File: config.mk
export PLATFORM = sky130hd
export DESIGN_NAME = psf1_ram
export DESIGN_NICKNAME = d
export VERILOG_FILES = /design/src/design/assert_macros.svh /design/src/design/psf1_ram.sv
export SDC_FILE = /design/constraint.sdc
export NUM_CORES = 2
export LEC_CHECK = 0
export BUFFER_PORTS_ARGS = -buffer_cell sky130_fd_sc_hd__buf_4
export CORE_MARGIN = 2
export CORE_UTILIZATION = 40
export DETAILED_ROUTE_END_ITERATION = 7
export GPL_ROUTABILITY_DRIVEN = 0
export PLACE_DENSITY = 0.5
export SYNTH_ARGS = -nofsm -noshare
export SYNTH_HDL_FRONTEND = slang
export SYNTH_SLANG_ARGS = --single-unit
export TNS_END_PERCENT = 5
File: constraint.sdc
create_clock -name clk -period 7.12 [get_ports clk]
set_input_delay 1.424 -clock clk [delete_from_list [all_inputs] [get_ports clk]]
set_output_delay 1.424 -clock clk [all_outputs]
set_load 0.005 [all_outputs]
File: src/design/assert_macros.svh
// Assertion macros shared by the font loader RTL.
// Depends on nothing; the checks drop out when SYNTHESIS is defined.
`ifndef ASSERT_MACROS_SVH
`define ASSERT_MACROS_SVH
`ifndef SYNTHESIS
// Concurrent check of one property, sampled on the rising clock edge.
`define PSF1_ASSERT(label, clk, rst_n, prop) \
  label: assert property (@(posedge clk) disable iff (!rst_n) prop) \
    else $error("%m: property failed");
// Concurrent check that a trigger is followed by its consequence in the next cycle.
`define PSF1_ASSERT_NEXT(label, clk, rst_n, trig, cons) \
  label: assert property (@(posedge clk) disable iff (!rst_n) (trig) |=> (cons)) \
    else $error("%m: next-cycle property failed");
`else
`define PSF1_ASSERT(label, clk, rst_n, prop)
`define PSF1_ASSERT_NEXT(label, clk, rst_n, trig, cons)
`endif
`endif

File: src/design/psf1_ram.sv
// Generic single-write, single-read RAM with a registered read port.
// Depends on nothing; contents are undefined until written.
module psf1_ram #(
  parameter int WIDTH = 8,
  parameter int DEPTH = 256,
  parameter int AW    = $clog2(DEPTH)
) (
  input  logic             clk,
  input  logic             we,
  input  logic [AW-1:0]    waddr,
  input  logic [WIDTH-1:0] wdata,
  input  logic             re,
  input  logic [AW-1:0]    raddr,
  output logic [WIDTH-1:0] rdata
);

  logic [WIDTH-1:0] mem [DEPTH];
  logic [WIDTH-1:0] rdata_r;

  // Write port.
  always_ff @(posedge clk) begin
    if (we) begin
      mem[waddr] <= wdata;
    end
  end

  // Registered read port.
  always_ff @(posedge clk) begin
    if (re) begin
      rdata_r <= mem[raddr];
    end
  end

  assign rdata = rdata_r;

endmodule

# Yosys cells after proc, flatten, opt, wreduce, memory -nomap -nowiden
# Memories as Yosys holds them, arrays and structs flattened. A register that Yosys moved wholly into a read port is not among the register bits.
# Index checks and enable logic that the tools add are counted.
totals:
  regBits: 0
  ram_bits: 2048
  input_bits: 27
  wordCells: 3
  memories: 1
op_classes:
  n_mux: 2
mem_list:
  columns: ["memory", "depth", "word_bits", "rd", "rd_clocked_by_memory_dff", "wr", "line_no", "source"]
  rows:
  - ["mem", 256, 8, 1, 1, 1, "psf1_ram.sv:17", "logic [WIDTH-1:0] mem [DEPTH];"]
op_table:
  columns: ["cell", "n"]
  rows:
  - ["$mux 1", 2]

# Longest topological paths before layout
depth:
  depth_word: 2
  mapped_depth: 11
  ltp_nobuf: 6

# Worst setup path after synthesis
# Ideal clock, no wire load.
synth_path:
  path_kind: "input-to-reg"
  startpoint: "in raddr[0]"
  endpoint: "reg rdata_r[2], in the netlist rdata[2] (read register of mem), data pin"
  t_arrival_ns: 3.231
  required_time_ns: 6.851
  slack_ns: 3.620
  cell_stages: 9
  cell_sequence: "buf_6 -> buf_12 -> buf_8 -> buf_2 -> mux4_2 -> a22oi_1 -> a21oi_1 -> nor4_1 -> nor4_2"
synth_lines:
  columns: ["item", "line_no", "source"]
  rows:
  - ["from (decl)", "psf1_ram.sv:13", "input logic [AW-1:0] raddr,"]
  - ["to (decl)", "psf1_ram.sv:18", "logic [WIDTH-1:0] rdata_r;"]

==> flow_summary_export.csv <==
group,metric,value,unit
timing,hold_slack,1.025,ns
routing,drc,0,
timing,fin_ws,2.642,ns
finish,seqCellArea,0.06174,mm²
power_and_ir_drop,pwr-share-seq,53.4,%
clock_network,cts_max_path_buffers,3,
critical_path,crit_fanout,62,
clock_network,numCtsBuffers,210,
job,maxCapViolCount,0,
floorplan,io_pins,35,
critical_path,r2r_start,"mem[27][3]",
timing,drv_slew,46,
status,violations,"slew limit",
yosys,syn_area,0.07964,mm²
global_routing,grt_max_degree,179,
critical_path,endpoint_kind,"register",
power_and_ir_drop,powerDensity,280.3,mW/mm²
power_and_ir_drop,clockPowerShare,41.8,%
floorplan,num_rows,163,
critical_path,required,7.67,ns
place,place_ws,1.804,ns
yosys,seq_area_frac_synth,77.53,%
global_routing,grt_usage,20.86,%
clock_network,cts_tree,"yes",
power_and_ir_drop,p_leak,27.18,nW
routing,drt-total-wl,211900,µm
clock_network,cts-htree-levels,4,
critical_path,critPathKind,"in -> reg",
timing,min_period_over_period,62.89,%
clock_network,clock-sinks,2056,
timing,hold_viol_final,0,
global_routing,grt-ovfl-total,0,
finish,utilization,45.21,%
floorplan,fp.coreArea,0.1976,mm²
floorplan,die_w,450.2,µm
yosys,syn_area_per_cell,21.33,µm²
timing,fin_worst_skew,0.02943,ns
finish,multi_input_area,0.01657,mm²
worst_hold_path,worstHoldPathType,"in -> reg",
yosys,synth_cell_types,54,
power_and_ir_drop,combinationalPowerShare,4.8,%
global_routing,first_global_vias,39184,
floorplan,fp.dieH,450.2,µm
timing,tightest_slew,1.594,ns
timing,rsz0062_at_grt,"no",
clock_network,hold_buffers,0,
routing,vias,38240,
critical_path,cp-start-kind,"primary input",
yosys,synth-edff-count,2056,
critical_path,startpoint,"raddr[0]",
timing,clock.fmax,223.3,MHz
yosys,synth_flop_cell,"edfxtp_1",
yosys,syn_inst,3733,
routing,ant_nets,0,
timing,slew_headroom,-6.279,%
timing,setup_viol,0,
yosys,async_flop_share,0,%
finish,drive_gt1_share,22.40,%
finish,synthToLayoutAreaGrowth,12.20,%
floorplan,dieArea,0.2027,mm²
worst_hold_path,min_from,"wdata[4]",
timing,setup_tns,0,ns
clock_network,clockRootBuffer,"clkbuf_16",
finish,fillers,16623,
power_and_ir_drop,p_sw,5.500,mW
routing,drt_iter0_drc,4132,
clock_network,cts_resized,0,
power_and_ir_drop,p_int,19.54,mW
clock_network,clk_pin_slew,0.06,ns
finish,fin_nets,3873,
clock_network,clk_latency,0.84,ns
yosys,synth_warnings,0,
timing,min_period,4.478,ns
yosys,syn-num-nets,3760,
critical_path,arrival,5.03,ns
power_and_ir_drop,ir_worst_vdd,215.5,µV
clock_network,cts_setup_buffers,0,
place,hpwl,126800,µm
yosys,synth-seq-cells,2056,
status,outcome,"complete, but fails checks",
routing,firstDrtPassIters,5,
routing,wl_per_cell,31.81,µm
place,io_buffers,34,
power_and_ir_drop,power,25.04,mW
global_routing,grt_first_pass_wirelength,302600,µm
power_and_ir_drop,p_sw_share,21.96,%
routing,vias_per_cell,5.742,
floorplan,start_util,40.30,%
global_routing,antenna_found_initial,12,
power groups by stage:
| stage | clock [mW] | combinational, mW | sequential [mW] |
|---|---|---|---|
| finish | 10.5 | 1.21 | 13.4 |
| global placement | 0 | 1.22 | 13.6 |
| detailed placement | 0 | 1.23 | 13.6 |
| CTS | 10.7 | 1.23 | 13.4 |
| floorplan | 0 | 0.648 | 13.6 |
| global route | 11.1 | 1.28 | 13.4 |
layer usage:
| metal | track usage [%] | vias up | routed length (µm) |
|---|---|---|---|
| met1 | 30.54 | 20815 | 94190 |
| li1 | - | 15973 | - |
| met4 | 4.320 | 8 | 3635 |
| met2 | 33.09 | 1206 | 101500 |
| met3 | 3.432 | 238 | 12460 |
| met5 | 0 | - | 50 |
worst paths after layout:
path	slack, ns	to	cells after the start
worst max-delay path	2.64	rdata[3]	9
worst max register to register	4.17	rdata[3]	6
worst min-delay path	1.02	mem[231][4]	1
worst min register to register	1.19	rdata[1]	5
synthesized netlist by cell type (3+ instances only):
cell type | instances | area share (%)
a22o_1 | 8 | 0.088
nand4_1 | 10 | 0.079
o22ai_1 | 28 | 0.22
o22a_1 | 5 | 0.055
buf_2 | 31 | 0.19
nor2_1 | 282 | 1.3
or2_2 | 4 | 0.031
nand3_1 | 34 | 0.21
buf_1 | 22 | 0.10
nor4_1 | 24 | 0.19
o221ai_1 | 46 | 0.51
mux2i_1 | 134 | 1.7
a21oi_1 | 96 | 0.60
nand2b_1 | 8 | 0.063
o211ai_1 | 10 | 0.094
buf_8 | 13 | 0.25
o21ai_0 | 10 | 0.063
nor4_2 | 3 | 0.047
nor2b_1 | 31 | 0.24
nor3_1 | 22 | 0.14
and2_1 | 6 | 0.047
edfxtp_1 | 2056 | 78
buf_4 | 27 | 0.25
o32ai_1 | 4 | 0.044
a211oi_1 | 16 | 0.15
buf_6 | 21 | 0.30
a221oi_1 | 13 | 0.14
a22oi_1 | 133 | 1.3
mux4_2 | 454 | 13
nand2_1 | 33 | 0.16
buf_12 | 8 | 0.20
clkbuf_1 | 111 | 0.52
critical path, cell delays in order:
cell and delay [ns]:
buf_8 0.45, buf_12 0.32, buf_12 0.40, mux4_2 0.56, nand2b_1 0.15, a311oi_1 0.40, o221ai_1 0.21, a211oi_1 0.88
nor4_1 0.08
state kept, by name (all words and copies together) (netlist names):
register / cells
mem: 2048
rdata: 8
area by class of cell:
type                       count  share of cell area, %
tap                         2640                  3.697
multi-input combinational   1442                  18.54
antenna                        3               0.008402
inverter                       2               0.008402
clock inverter               126                  1.116
clock buffer                 257                  6.079
sequential                  2056                  69.10
timing repair buffer         134                  1.448
per-stage QoR:
step / cell area [µm²] / instances
final: 89350 / 6660
after global routing: 89340 / 6657
after CTS: 89340 / 6657
after detailed placement: 82910 / 6274
after global placement: 82870 / 6272
after floorplan: 79640 / 3733
cells in the final DEF, fill, tap and decap left out, types with 33 or more instances in the layout:
cell | synthesis | layout
clkbuf_1 | 111 | 47
mux2i_1 | 134 | 134
mux4_2 | 454 | 454
o221ai_1 | 46 | 46
clkinv_1 | 1 | 60
clkbuf_16 | 0 | 210
nand2_1 | 33 | 33
clkinv_2 | 0 | 37
buf_4 | 27 | 107
nor2_1 | 282 | 279
a22oi_1 | 133 | 133
a21oi_1 | 96 | 96
edfxtp_1 | 2056 | 2056
cell families (layout without fill, tap and decap cells):
| kind of cell | count (synthesis) | after routing | share of synthesized area (%) |
|---|---|---|---|
| flip-flops | 2056 | 2056 | 77.53 |
| other | 0 | 3 | 0 |
| AND/OR/NAND/NOR | 466 | 466 | 2.625 |
| AO/OA/AOI/OAI | 385 | 385 | 3.416 |
| buffers and inverters | 235 | 519 | 1.829 |
| multiplexers | 591 | 591 | 14.60 |
Note: power is estimated with default switching activity, not from simulation.
