## src/design/assert_macros.svh

```systemverilog
// Assertion macros shared by the font loader RTL.
// Depends on nothing; the checks drop out when SYNTHESIS is defined.
`ifndef ASSERT_MACROS_SVH
`define ASSERT_MACROS_SVH
`ifndef SYNTHESIS
// Concurrent check of one property, sampled on the rising clock edge.
`define PSF1_ASSERT(label, clk, rst_n, prop) \
  label: assert property (@(posedge clk) disable iff (!rst_n) prop) \
    else $error("%m: property failed");
// Concurrent check that a trigger is followed by its consequence in the next cycle.
`define PSF1_ASSERT_NEXT(label, clk, rst_n, trig, cons) \
  label: assert property (@(posedge clk) disable iff (!rst_n) (trig) |=> (cons)) \
    else $error("%m: next-cycle property failed");
`else
`define PSF1_ASSERT(label, clk, rst_n, prop)
`define PSF1_ASSERT_NEXT(label, clk, rst_n, trig, cons)
`endif
`endif

```

## src/design/psf1_pkg.sv

```systemverilog
// Shared constants, codes and types of the PSF1 font loader and glyph fetch.
// Depends on nothing; psf1_ctrl and the top level import it.
package psf1_pkg;

  // Sizing of the glyph store.
  localparam int MAX_GLYPHS  = 512;
  localparam int MAX_ROWS    = 32;
  localparam int STORE_DEPTH = MAX_GLYPHS * MAX_ROWS;
  localparam int ADDR_W      = $clog2(STORE_DEPTH);
  localparam int CP_W        = $clog2(MAX_GLYPHS);
  localparam int KEPT_W      = $clog2(MAX_GLYPHS) + 1;

  // Fixed widths of the file format and the result fields.
  localparam int ROWS_W = 6;
  localparam int CNT_W  = 15;
  localparam int NEED_W = 16;
  localparam int KR_W   = KEPT_W + ROWS_W;

  localparam logic [CNT_W-1:0]  CNT_MAX         = {CNT_W{1'b1}};
  localparam logic [7:0]        MAGIC0          = 8'h36;
  localparam logic [7:0]        MAGIC1          = 8'h04;
  localparam logic [7:0]        QMARK           = 8'h3F;
  localparam logic [ROWS_W-1:0] FALLBACK_HEIGHT = 6'd8;
  localparam logic [NEED_W-1:0] HEADER_BYTES    = 16'd4;
  localparam logic [NEED_W-1:0] GLYPHS_WIDE     = 16'd512;
  localparam logic [NEED_W-1:0] GLYPHS_NARROW   = 16'd256;

  // Request operation.
  typedef enum logic {
    OP_LOAD = 1'b0,
    OP_READ = 1'b1
  } op_t;

  // Result kind.
  typedef enum logic {
    KIND_LOAD = 1'b0,
    KIND_ROW  = 1'b1
  } kind_t;

  // Load status; ST_OK also marks "no header error seen".
  typedef enum logic [1:0] {
    ST_OK     = 2'd0,
    ST_SHORT  = 2'd1,
    ST_MAGIC  = 2'd2,
    ST_HEIGHT = 2'd3
  } status_t;

  // Registered result side information; row data comes from the store.
  typedef struct packed {
    logic              valid;
    kind_t             kind;
    status_t           status;
    logic              zero_row;
    logic [ROWS_W-1:0] height;
    logic              fallback;
  } res_t;

  // Number of glyphs that are kept and addressable for a font.
  function automatic logic [KEPT_W-1:0] kept_glyphs(logic wide);
    int n;
    n = wide ? 512 : 256;
    if (n > MAX_GLYPHS) n = MAX_GLYPHS;
    return KEPT_W'(n);
  endfunction

endpackage

```

## src/design/psf1_ctrl.sv

```systemverilog
// Header parser, load state and row address logic of the font loader.
// Depends on psf1_pkg and assert_macros.svh; drives the glyph store ports.
`include "assert_macros.svh"
module psf1_ctrl (
  input  logic                     clk,
  input  logic                     rst_n,
  input  logic                     accept,
  input  psf1_pkg::op_t            in_op,
  input  logic [7:0]               in_data_byte,
  input  logic                     in_last_byte,
  input  logic [15:0]              in_codepoint,
  input  logic [4:0]               in_row_index,
  output logic                     ram_we,
  output logic [psf1_pkg::ADDR_W-1:0] ram_waddr,
  output logic [7:0]               ram_wdata,
  output logic                     ram_re,
  output logic [psf1_pkg::ADDR_W-1:0] ram_raddr,
  output psf1_pkg::res_t           res_r
);
  import psf1_pkg::*;

  logic [CNT_W-1:0]  cnt_r, cnt_nxt, cnt_inc;
  status_t           herr_r, herr_nxt, herr_b;
  logic              wide_r, wide_nxt, wide_b;
  logic [ROWS_W-1:0] rows_r, rows_nxt, rows_b;
  logic              valid_r, valid_nxt, valid_b;
  logic              clr;
  logic [CNT_W-1:0]  widx;
  logic [KR_W-1:0]   kept_rows;
  logic [NEED_W-1:0] need, total;
  status_t           status;
  logic [CP_W-1:0]   cp_eff;
  logic [KR_W-1:0]   ridx;
  res_t              res_nxt;

  // Per-request next state, store access and result side information.
  always_comb begin
    clr       = (cnt_r == '0);
    herr_b    = clr ? ST_OK : herr_r;
    wide_b    = clr ? 1'b0 : wide_r;
    rows_b    = clr ? '0 : rows_r;
    valid_b   = clr ? 1'b0 : valid_r;
    cnt_inc   = (cnt_r == CNT_MAX) ? cnt_r : cnt_r + 1'b1;
    widx      = cnt_r - CNT_W'(4);
    kept_rows = KR_W'(kept_glyphs(wide_b)) * KR_W'(rows_b);

    herr_nxt  = herr_r;
    wide_nxt  = wide_r;
    rows_nxt  = rows_r;
    valid_nxt = valid_r;
    cnt_nxt   = cnt_r;
    need      = '0;
    total     = '0;
    status    = ST_OK;
    ram_we    = 1'b0;
    ram_waddr = widx[ADDR_W-1:0];
    ram_wdata = {<<{in_data_byte}};
    ram_re    = 1'b0;
    cp_eff    = '0;
    ridx      = '0;

    res_nxt          = '0;
    res_nxt.valid    = 1'b0;
    res_nxt.kind     = KIND_LOAD;
    res_nxt.status   = ST_OK;
    res_nxt.zero_row = 1'b1;
    res_nxt.height   = FALLBACK_HEIGHT;
    res_nxt.fallback = 1'b1;

    if (accept && in_op == OP_LOAD) begin
      herr_nxt  = herr_b;
      wide_nxt  = wide_b;
      rows_nxt  = rows_b;
      valid_nxt = valid_b;
      cnt_nxt   = cnt_inc;

      // Header fields first, then glyph bytes while the header is clean.
      priority if (cnt_r == CNT_W'(0) && in_data_byte != MAGIC0 && herr_b == ST_OK) begin
        herr_nxt = ST_MAGIC;
      end else if (cnt_r == CNT_W'(1) && in_data_byte != MAGIC1 && herr_b == ST_OK) begin
        herr_nxt = ST_MAGIC;
      end else if (cnt_r == CNT_W'(2)) begin
        wide_nxt = in_data_byte[0];
      end else if (cnt_r == CNT_W'(3)) begin
        if (in_data_byte == 8'd0 || in_data_byte > 8'(MAX_ROWS)) begin
          if (herr_b == ST_OK) herr_nxt = ST_HEIGHT;
          rows_nxt = '0;
        end else begin
          rows_nxt = in_data_byte[ROWS_W-1:0];
        end
      end else if (cnt_r >= CNT_W'(4) && herr_b == ST_OK) begin
        ram_we = ({1'b0, widx} < KR_W'(kept_rows));
      end else begin
        herr_nxt = herr_b;
      end

      // End of file: grade the load and report it.
      if (in_last_byte) begin
        total = NEED_W'(cnt_inc);
        need  = HEADER_BYTES + (wide_nxt ? GLYPHS_WIDE : GLYPHS_NARROW) * NEED_W'(rows_nxt);
        priority if (total < HEADER_BYTES) begin
          status = ST_SHORT;
        end else if (herr_nxt != ST_OK) begin
          status = herr_nxt;
        end else if (total < need) begin
          status = ST_SHORT;
        end else begin
          status = ST_OK;
        end
        valid_nxt        = (status == ST_OK);
        cnt_nxt          = '0;
        res_nxt.valid    = 1'b1;
        res_nxt.status   = status;
        res_nxt.height   = (status == ST_OK) ? rows_nxt : FALLBACK_HEIGHT;
        res_nxt.fallback = (status != ST_OK);
      end
    end else if (accept) begin
      // Row read: out-of-range codepoints use the question mark glyph.
      cp_eff = (KEPT_W'(in_codepoint) >= kept_glyphs(wide_r) || |in_codepoint[15:KEPT_W])
               ? CP_W'(QMARK) : in_codepoint[CP_W-1:0];
      ridx   = KR_W'(cp_eff) * KR_W'(rows_r) + KR_W'(in_row_index);
      ram_re = valid_r && (ROWS_W'(in_row_index) < rows_r);
      res_nxt.valid    = 1'b1;
      res_nxt.kind     = KIND_ROW;
      res_nxt.zero_row = !ram_re;
      res_nxt.height   = valid_r ? rows_r : FALLBACK_HEIGHT;
      res_nxt.fallback = !valid_r;
    end
    ram_raddr = ridx[ADDR_W-1:0];
  end

  // Load state registers.
  always_ff @(posedge clk) begin
    if (!rst_n) begin
      cnt_r   <= '0;
      herr_r  <= ST_OK;
      wide_r  <= 1'b0;
      rows_r  <= '0;
      valid_r <= 1'b0;
    end else begin
      cnt_r   <= cnt_nxt;
      herr_r  <= herr_nxt;
      wide_r  <= wide_nxt;
      rows_r  <= rows_nxt;
      valid_r <= valid_nxt;
    end
  end

  // Result register: only the strobe is reset, the side information stays
  // aligned with the store read data.
  always_ff @(posedge clk) begin
    if (!rst_n) begin
      res_r.valid <= 1'b0;
    end else begin
      res_r.valid <= res_nxt.valid;
    end
    res_r.kind     <= res_nxt.kind;
    res_r.status   <= res_nxt.status;
    res_r.zero_row <= res_nxt.zero_row;
    res_r.height   <= res_nxt.height;
    res_r.fallback <= res_nxt.fallback;
  end

  `PSF1_ASSERT_NEXT(a_mid_load_silent, clk, rst_n, accept && in_op == OP_LOAD && !in_last_byte, !res_r.valid)
  `PSF1_ASSERT_NEXT(a_request_answered, clk, rst_n, accept && (in_op == OP_READ || in_last_byte), res_r.valid)
  `PSF1_ASSERT_NEXT(a_load_end_restarts, clk, rst_n, accept && in_op == OP_LOAD && in_last_byte, cnt_r == '0)
  `PSF1_ASSERT(a_write_without_font, clk, rst_n, ram_we |-> !valid_r)
  `PSF1_ASSERT(a_read_needs_font, clk, rst_n, ram_re |-> valid_r && rows_r != '0)

endmodule

```

## config.mk

```make
export PLATFORM = sky130hd
export DESIGN_NAME = psf1_ctrl
export DESIGN_NICKNAME = d
export VERILOG_FILES = /design/src/design/psf1_pkg.sv /design/src/design/psf1_ctrl.sv
export VERILOG_INCLUDE_DIRS = /design/src /design/src/design
export SDC_FILE = /design/constraint.sdc
export NUM_CORES = 1
export LEC_CHECK = 0
export BUFFER_PORTS_ARGS = -buffer_cell sky130_fd_sc_hd__buf_2
export CAP_MARGIN = 20
export CORE_ASPECT_RATIO = 0.8
export CORE_UTILIZATION = 55
export DETAILED_ROUTE_END_ITERATION = 16
export PLACE_DENSITY = 0.77
export SLEW_MARGIN = 0
export SYNTH_ARGS = -nofsm -noshare
export SYNTH_HDL_FRONTEND = slang
export SYNTH_SLANG_ARGS = --single-unit
```

## constraint.sdc

```tcl
create_clock -name clk -period 9.15 [get_ports clk]
set_input_delay 1.3725 -clock clk [delete_from_list [all_inputs] [get_ports clk]]
set_output_delay 1.3725 -clock clk [all_outputs]
set_load 0.01 [all_outputs]
```

# After elaboration in Yosys (flattened, before gate mapping)
# Index checks and enable logic that the tools add are counted.
# word_totals
ff_bits,37
input_bits,34
wordCells,112
# classes
n_addsub,4
multipliers,3
magnitude_cmp,9
n_eq_ne,6
n_mux,55
bitwise,2
reduce_logical,22
# ops
op,count
10-bit 2-to-1 mux,7
6-bit 2-to-1 mux,9
15-bit by 16-bit less-than comparator with 1-bit output,2
10-bit by 6-bit multiplier with 16-bit output,2
15-bit by 2-bit == test with 1-bit output (second input constant),2
15-bit 2-to-1 mux,2
14-bit 2-to-1 mux,2
2-bit 2-to-1 mux,13
7-bit 2-to-1 mux,3
10-bit > comparator (second input constant),2
1-bit 2-to-1 mux,18
3-bit by 16-bit adder with 16-bit output (first input constant),1
15-bit by 1-bit adder with 15-bit output (second input constant),1
15-bit by 1-bit == test with 1-bit output (second input constant),1
15-bit == test (second input constant),1
15-bit by 3-bit greater-or-equal comparator with 1-bit output (second input constant),1
15-bit logical NOT,1
15-bit by 3-bit less-than comparator with 1-bit output (second input constant),1
15-bit by 3-bit subtractor with 15-bit output (second input constant),1
14-bit by 5-bit adder with 14-bit output,1
9-bit by 6-bit multiplier with 14-bit output,1
10-bit greater-or-equal comparator,1
9-bit 2-to-1 mux,1
8-bit by 6-bit > comparator with 1-bit output (second input constant),1
13 further kinds,26

# Longest topological paths before layout
# logic_depth
depth_word,20
mapped_depth,24

# Worst setup path before layout
# Ideal clock, no wire load.
# synth_path
path_type,in2out
startpoint,input in_codepoint[9]
endpoint,output ram_raddr[12] (netlist bit)
arrival_ns,6.139
required_time_ns,7.777
setup_slack_ns,1.639
stages,19
cell_sequence,ha_1 > or4_1 > nor4_1 > o21ai_1 > clkbuf_1 > clkbuf_1 > o21ai_0 > fa_1 > fa_1 > inv_1 > fa_1 > ha_1 > ha_1 > or2_2 > a21oi_1 > o31ai_1 > o211ai_1 > xor2_1 > nor2_1
# synth_between
elab_chain_cells,7
# synth_rtl
element,line,source
from (decl),psf1_ctrl.sv:11,"input logic [15:0] in_codepoint,"
10-bit greater-or-equal comparator,psf1_ctrl.sv:119,cp_eff = (KEPT_W'(in_codepoint) >= kept_glyphs(wide_r) || |in_codepoint[15:KEPT_W])
1-bit logical OR,psf1_ctrl.sv:119,
9-bit 2-to-1 mux,psf1_ctrl.sv:120,? CP_W'(QMARK) : in_codepoint[CP_W-1:0];
9-bit by 6-bit multiplier with 14-bit output,psf1_ctrl.sv:121,ridx = KR_W'(cp_eff) * KR_W'(rows_r) + KR_W'(in_row_index);
14-bit by 5-bit adder with 14-bit output,psf1_ctrl.sv:121,
14-bit 2-to-1 mux,psf1_ctrl.sv:117,end else if (accept) begin
14-bit 2-to-1 mux,psf1_ctrl.sv:70,if (accept && in_op == OP_LOAD) begin
to (decl),psf1_ctrl.sv:17,"output logic [psf1_pkg::ADDR_W-1:0] ram_raddr,"
# Every way passes these cells.

# Worst setup path in the final report
# Same ends and word-level chain as after synthesis.

==> run_results.csv <==
group,metric,value,unit
routing,vias_per_cell,6.05,
floorplanning,initial_utilization,0.577,
global_route,globalRoute.totalOverflow,0,
outcome,run_status,"finished clean",
setup_path,worstSetupPathType,"in -> out",
sta,timing.final.crit_period,8.15,ns
yosys,syn_area_per_cell,8.07,µm²
setup_path,cp_cell_sequence,"buf_2 > ha_1 > or4_1 > nor4_1 > o21ai_1 > buf_4 > nor2_1 > nor2_1 > fa_1 > fa_1 > fa_1 > ha_1 > ha_1 > a2111oi_0 > o31ai_1 > o211ai_1 > xor2_1 > nor2_1 > buf_2",
yosys,post_synth_main_area_contributors,"sky130_fd_sc_hd__ha_1, sky130_fd_sc_hd__dfxtp_1, sky130_fd_sc_hd__fa_1, sky130_fd_sc_hd__nor2_1, sky130_fd_sc_hd__inv_1",
yosys,ys_warn_count,0,
clocking,cts_tree,"yes",
sta,worst-slew-pin-transition,0.930,ns
clocking,postCtsSetupBuffers,0,
setup_path,worstSetupStartpointType,"primary input",
placed_design,hpwl,12600,µm
sta,max_freq,123,MHz
clocking,clock_latency,0.29,ns
setup_path,critical_path.max_fanout,13,
sta,finalSetupViolations,0,
yosys,main_synth_ff_type,"sky130_fd_sc_hd__dfxtp_1",
clocking,cts_hold_buf,0,
clocking,path_clk_slew,0.06,ns
clocking,cts.path.max_buffers,2,
placed_design,place_congestion,0.960,
yosys,netlist_instances,704,
layout,drive_gt1_frac,0.161,
floorplanning,design.die.area,0.0107,mm²
setup_path,cp.buffers_inverters,3,
global_route,grt_first_pass_wirelength,25600,µm
clocking,clockRootBuffer,"sky130_fd_sc_hd__clkbuf_16",
routing,drt_iter0_markers,363,
layout,fin_nets,906,
routing,firstDrtPassIters,5,
routing,post-route-drc-count,0,
global_route,grt_pass1_vias,5138,
layout,most-common-layout-cells,"sky130_fd_sc_hd__nor2_1, sky130_fd_sc_hd__buf_2, sky130_fd_sc_hd__ha_1",
yosys,synth.cell_area,0.00568,mm²
sta,finalMaxSlewViolations,0,
floorplanning,placement_rows,32,
yosys,synth_seq_cells,37,
yosys,synth.yosys.seq_area_share,0.130,
sta,setup_total_negative_slack,0,ns
sta,final.hold.worst_slack,0.481,ns
layout,areaGrowthSynthToFinish,8.83,%
layout,antenna_cells,0,
setup_path,reg2reg_setup_slack,4.50,ns
sta,final.setup_skew,0.00700,ns
setup_path,arrival,6.77,ns
yosys,post-synth-top-area-fraction,0.169,
routing,final_antenna_net_count,0,
yosys,post-synth-top-area-cell,"sky130_fd_sc_hd__ha_1",
layout,final.fill_count,902,
sta,layout_setup_ws,1.00,ns
floorplanning,pin_count,84,
yosys,synth_edf_count,0,
sta,share_of_the_clock_period_used_by_the_worst_path_after_layout,0.890,
floorplanning,chipWidth,116,µm
floorplanning,core-area,0.00985,mm²
routing,routed_wl,15700,µm
flow_run,max_cap_violations,0,
setup_path,slowest_delay,0.58,ns
placed_design,dp_slack,1.06,ns
clocking,h-tree-depth,2,
setup_path,worst-endpoint-required,7.78,ns
setup_path,crit_path_end_kind,"output pin",
worst_hold_path,worst_min_delay_path_category,"reg -> reg",
sta,grt_setup_unrepaired,"false",
global_route,antenna_found_initial,0,
routing,detailroute.via_count,5431,
power_and_ir_drop,static-leakage-power,3.01,nW
power_and_ir_drop,irDropWorstVdd,0.0000632,V
sta,timing_hold_violations_final,0,
floorplanning,die_height,92.9,µm
layout,layout_commonest_cell,"sky130_fd_sc_hd__nor2_1",
yosys,yosysUniqueCellTypes,79,
global_route,grt_max_degree,25,
clocking,cts_made_buffers,5,
power_and_ir_drop,power_density_normalized_to_cell_area,83.6,mW/mm²
setup_path,cpMaxStageDelayCell,"sky130_fd_sc_hd__a2111oi_0",
setup_path,critical_path_s_top_delay_family,"adder cells",
placed_design,io_buffer_count,83,
clocking,clock_sink_count,37,
clocking,cts_resized,0,
global_route,grtUsageTotal,0.309,
yosys,async_flop_share,0,
sta,timing.max_slew.rel_slack,0.379,
routing,routed_wire_length_per_instance,17.5,µm
-- per-stage QoR --
stage	util	cells	instance area, µm²	power, mW
finish	0.628	898	6190	0.517
global route	0.628	898	6190	0.544
CTS	0.628	898	6190	0.516
detailed placement	0.611	890	6010	0.311
global placement	0.611	890	6010	0.305
floorplan	-	712	5710	0.268
-- state kept, by name, indices dropped and copies added, names as in the netlist --
register and flops:
cnt_r 15, res_r 12, rows_r 6, herr_r 2
valid_r 1, wide_r 1
-- metal layers --
layer | up-vias | global-route usage | routed length (µm)
met4 | 0 | 0.0833 | 255
met5 | - | 0 | 0
li1 | 2558 | - | -
met2 | 269 | 0.470 | 6830
met3 | 26 | 0.0700 | 1640
met1 | 2578 | 0.438 | 7000
-- final cells by class --
class                           count  area, µm²  share of cell area
Tap cell                          136        170              0.0275
Timing Repair Buffer               85        430              0.0696
Clock buffer                        5        125              0.0202
Inverter                           65        244              0.0394
Clock inverter                      3       46.3             0.00748
Multi-Input combinational cell    567       4430               0.716
Sequential cell                    37        741               0.120
-- cell families after synthesis --
logic type	share of synthesized area
compound gates	0.169
xor+xnor	0.0462
fa+ha+maj	0.289
buf+inv	0.0958
flops	0.130
mux	0.0227
other cells	0.00132
simple gates	0.245
-- where the power goes --
group	switching, mW	internal (mW)	total [mW]
clock	0.0788	0.129	0.208
sequential	0.00403	0.163	0.167
combinational	0.0852	0.0566	0.142
total	0.168	0.349	0.517
-- cell usage after synthesis (3+ instances only) --
cell type / instances
sky130_fd_sc_hd__nor2_1: 88
sky130_fd_sc_hd__ha_1: 77
sky130_fd_sc_hd__inv_1: 62
sky130_fd_sc_hd__nand2_1: 43
sky130_fd_sc_hd__dfxtp_1: 37
sky130_fd_sc_hd__fa_1: 34
sky130_fd_sc_hd__o21ai_0: 33
sky130_fd_sc_hd__a21oi_1: 31
sky130_fd_sc_hd__nor3_1: 27
sky130_fd_sc_hd__clkbuf_1: 17
sky130_fd_sc_hd__nor2b_1: 16
sky130_fd_sc_hd__nand3_1: 15
sky130_fd_sc_hd__xnor2_1: 15
sky130_fd_sc_hd__xor2_1: 15
sky130_fd_sc_hd__buf_4: 12
sky130_fd_sc_hd__a211oi_1: 9
sky130_fd_sc_hd__a22oi_1: 9
sky130_fd_sc_hd__a31oi_1: 8
sky130_fd_sc_hd__clkbuf_8: 8
sky130_fd_sc_hd__mux2i_1: 8
sky130_fd_sc_hd__nand4_1: 8
sky130_fd_sc_hd__a21o_1: 7
sky130_fd_sc_hd__and2_1: 7
sky130_fd_sc_hd__nand2b_1: 7
sky130_fd_sc_hd__and3_1: 6
sky130_fd_sc_hd__o21a_1: 6
sky130_fd_sc_hd__and4_1: 5
sky130_fd_sc_hd__nor4_1: 5
sky130_fd_sc_hd__o22ai_1: 5
sky130_fd_sc_hd__or3_1: 5
sky130_fd_sc_hd__a41oi_1: 4
sky130_fd_sc_hd__o211ai_1: 4
sky130_fd_sc_hd__o31ai_1: 4
sky130_fd_sc_hd__or2_2: 4
sky130_fd_sc_hd__clkbuf_2: 3
sky130_fd_sc_hd__clkinv_1: 3
sky130_fd_sc_hd__mux2_2: 3
sky130_fd_sc_hd__nor4_4: 3
sky130_fd_sc_hd__o211a_1: 3
sky130_fd_sc_hd__o21ai_1: 3
-- worst paths after layout --
check | from | endpoint | depth (start not counted)
setup / recovery | in_codepoint[9] | ram_raddr[12] | 19
setup reg to reg | cnt_r[4]$_SDFFE_PN0P_ | res_r[8]$_SDFF_PN0_ | 16
hold / removal | valid_r$_SDFFE_PN0P_ | valid_r$_SDFFE_PN0P_ | 2
hold reg to reg | valid_r$_SDFFE_PN0P_ | valid_r$_SDFFE_PN0P_ | 2
-- worst reg2reg max path, delay by kind of cell (launching register included) --
family | cells | cell delay [ns]
AND/OR/NAND/NOR | 5 | 1.62
AO/OA/AOI/OAI | 6 | 1.13
adder cells (fa/ha/maj) | 3 | 0.95
flip-flops | 1 | 0.52
XOR/XNOR | 1 | 0.19
multiplexers | 1 | 0.18
Power figures use the tool's default switching activity.
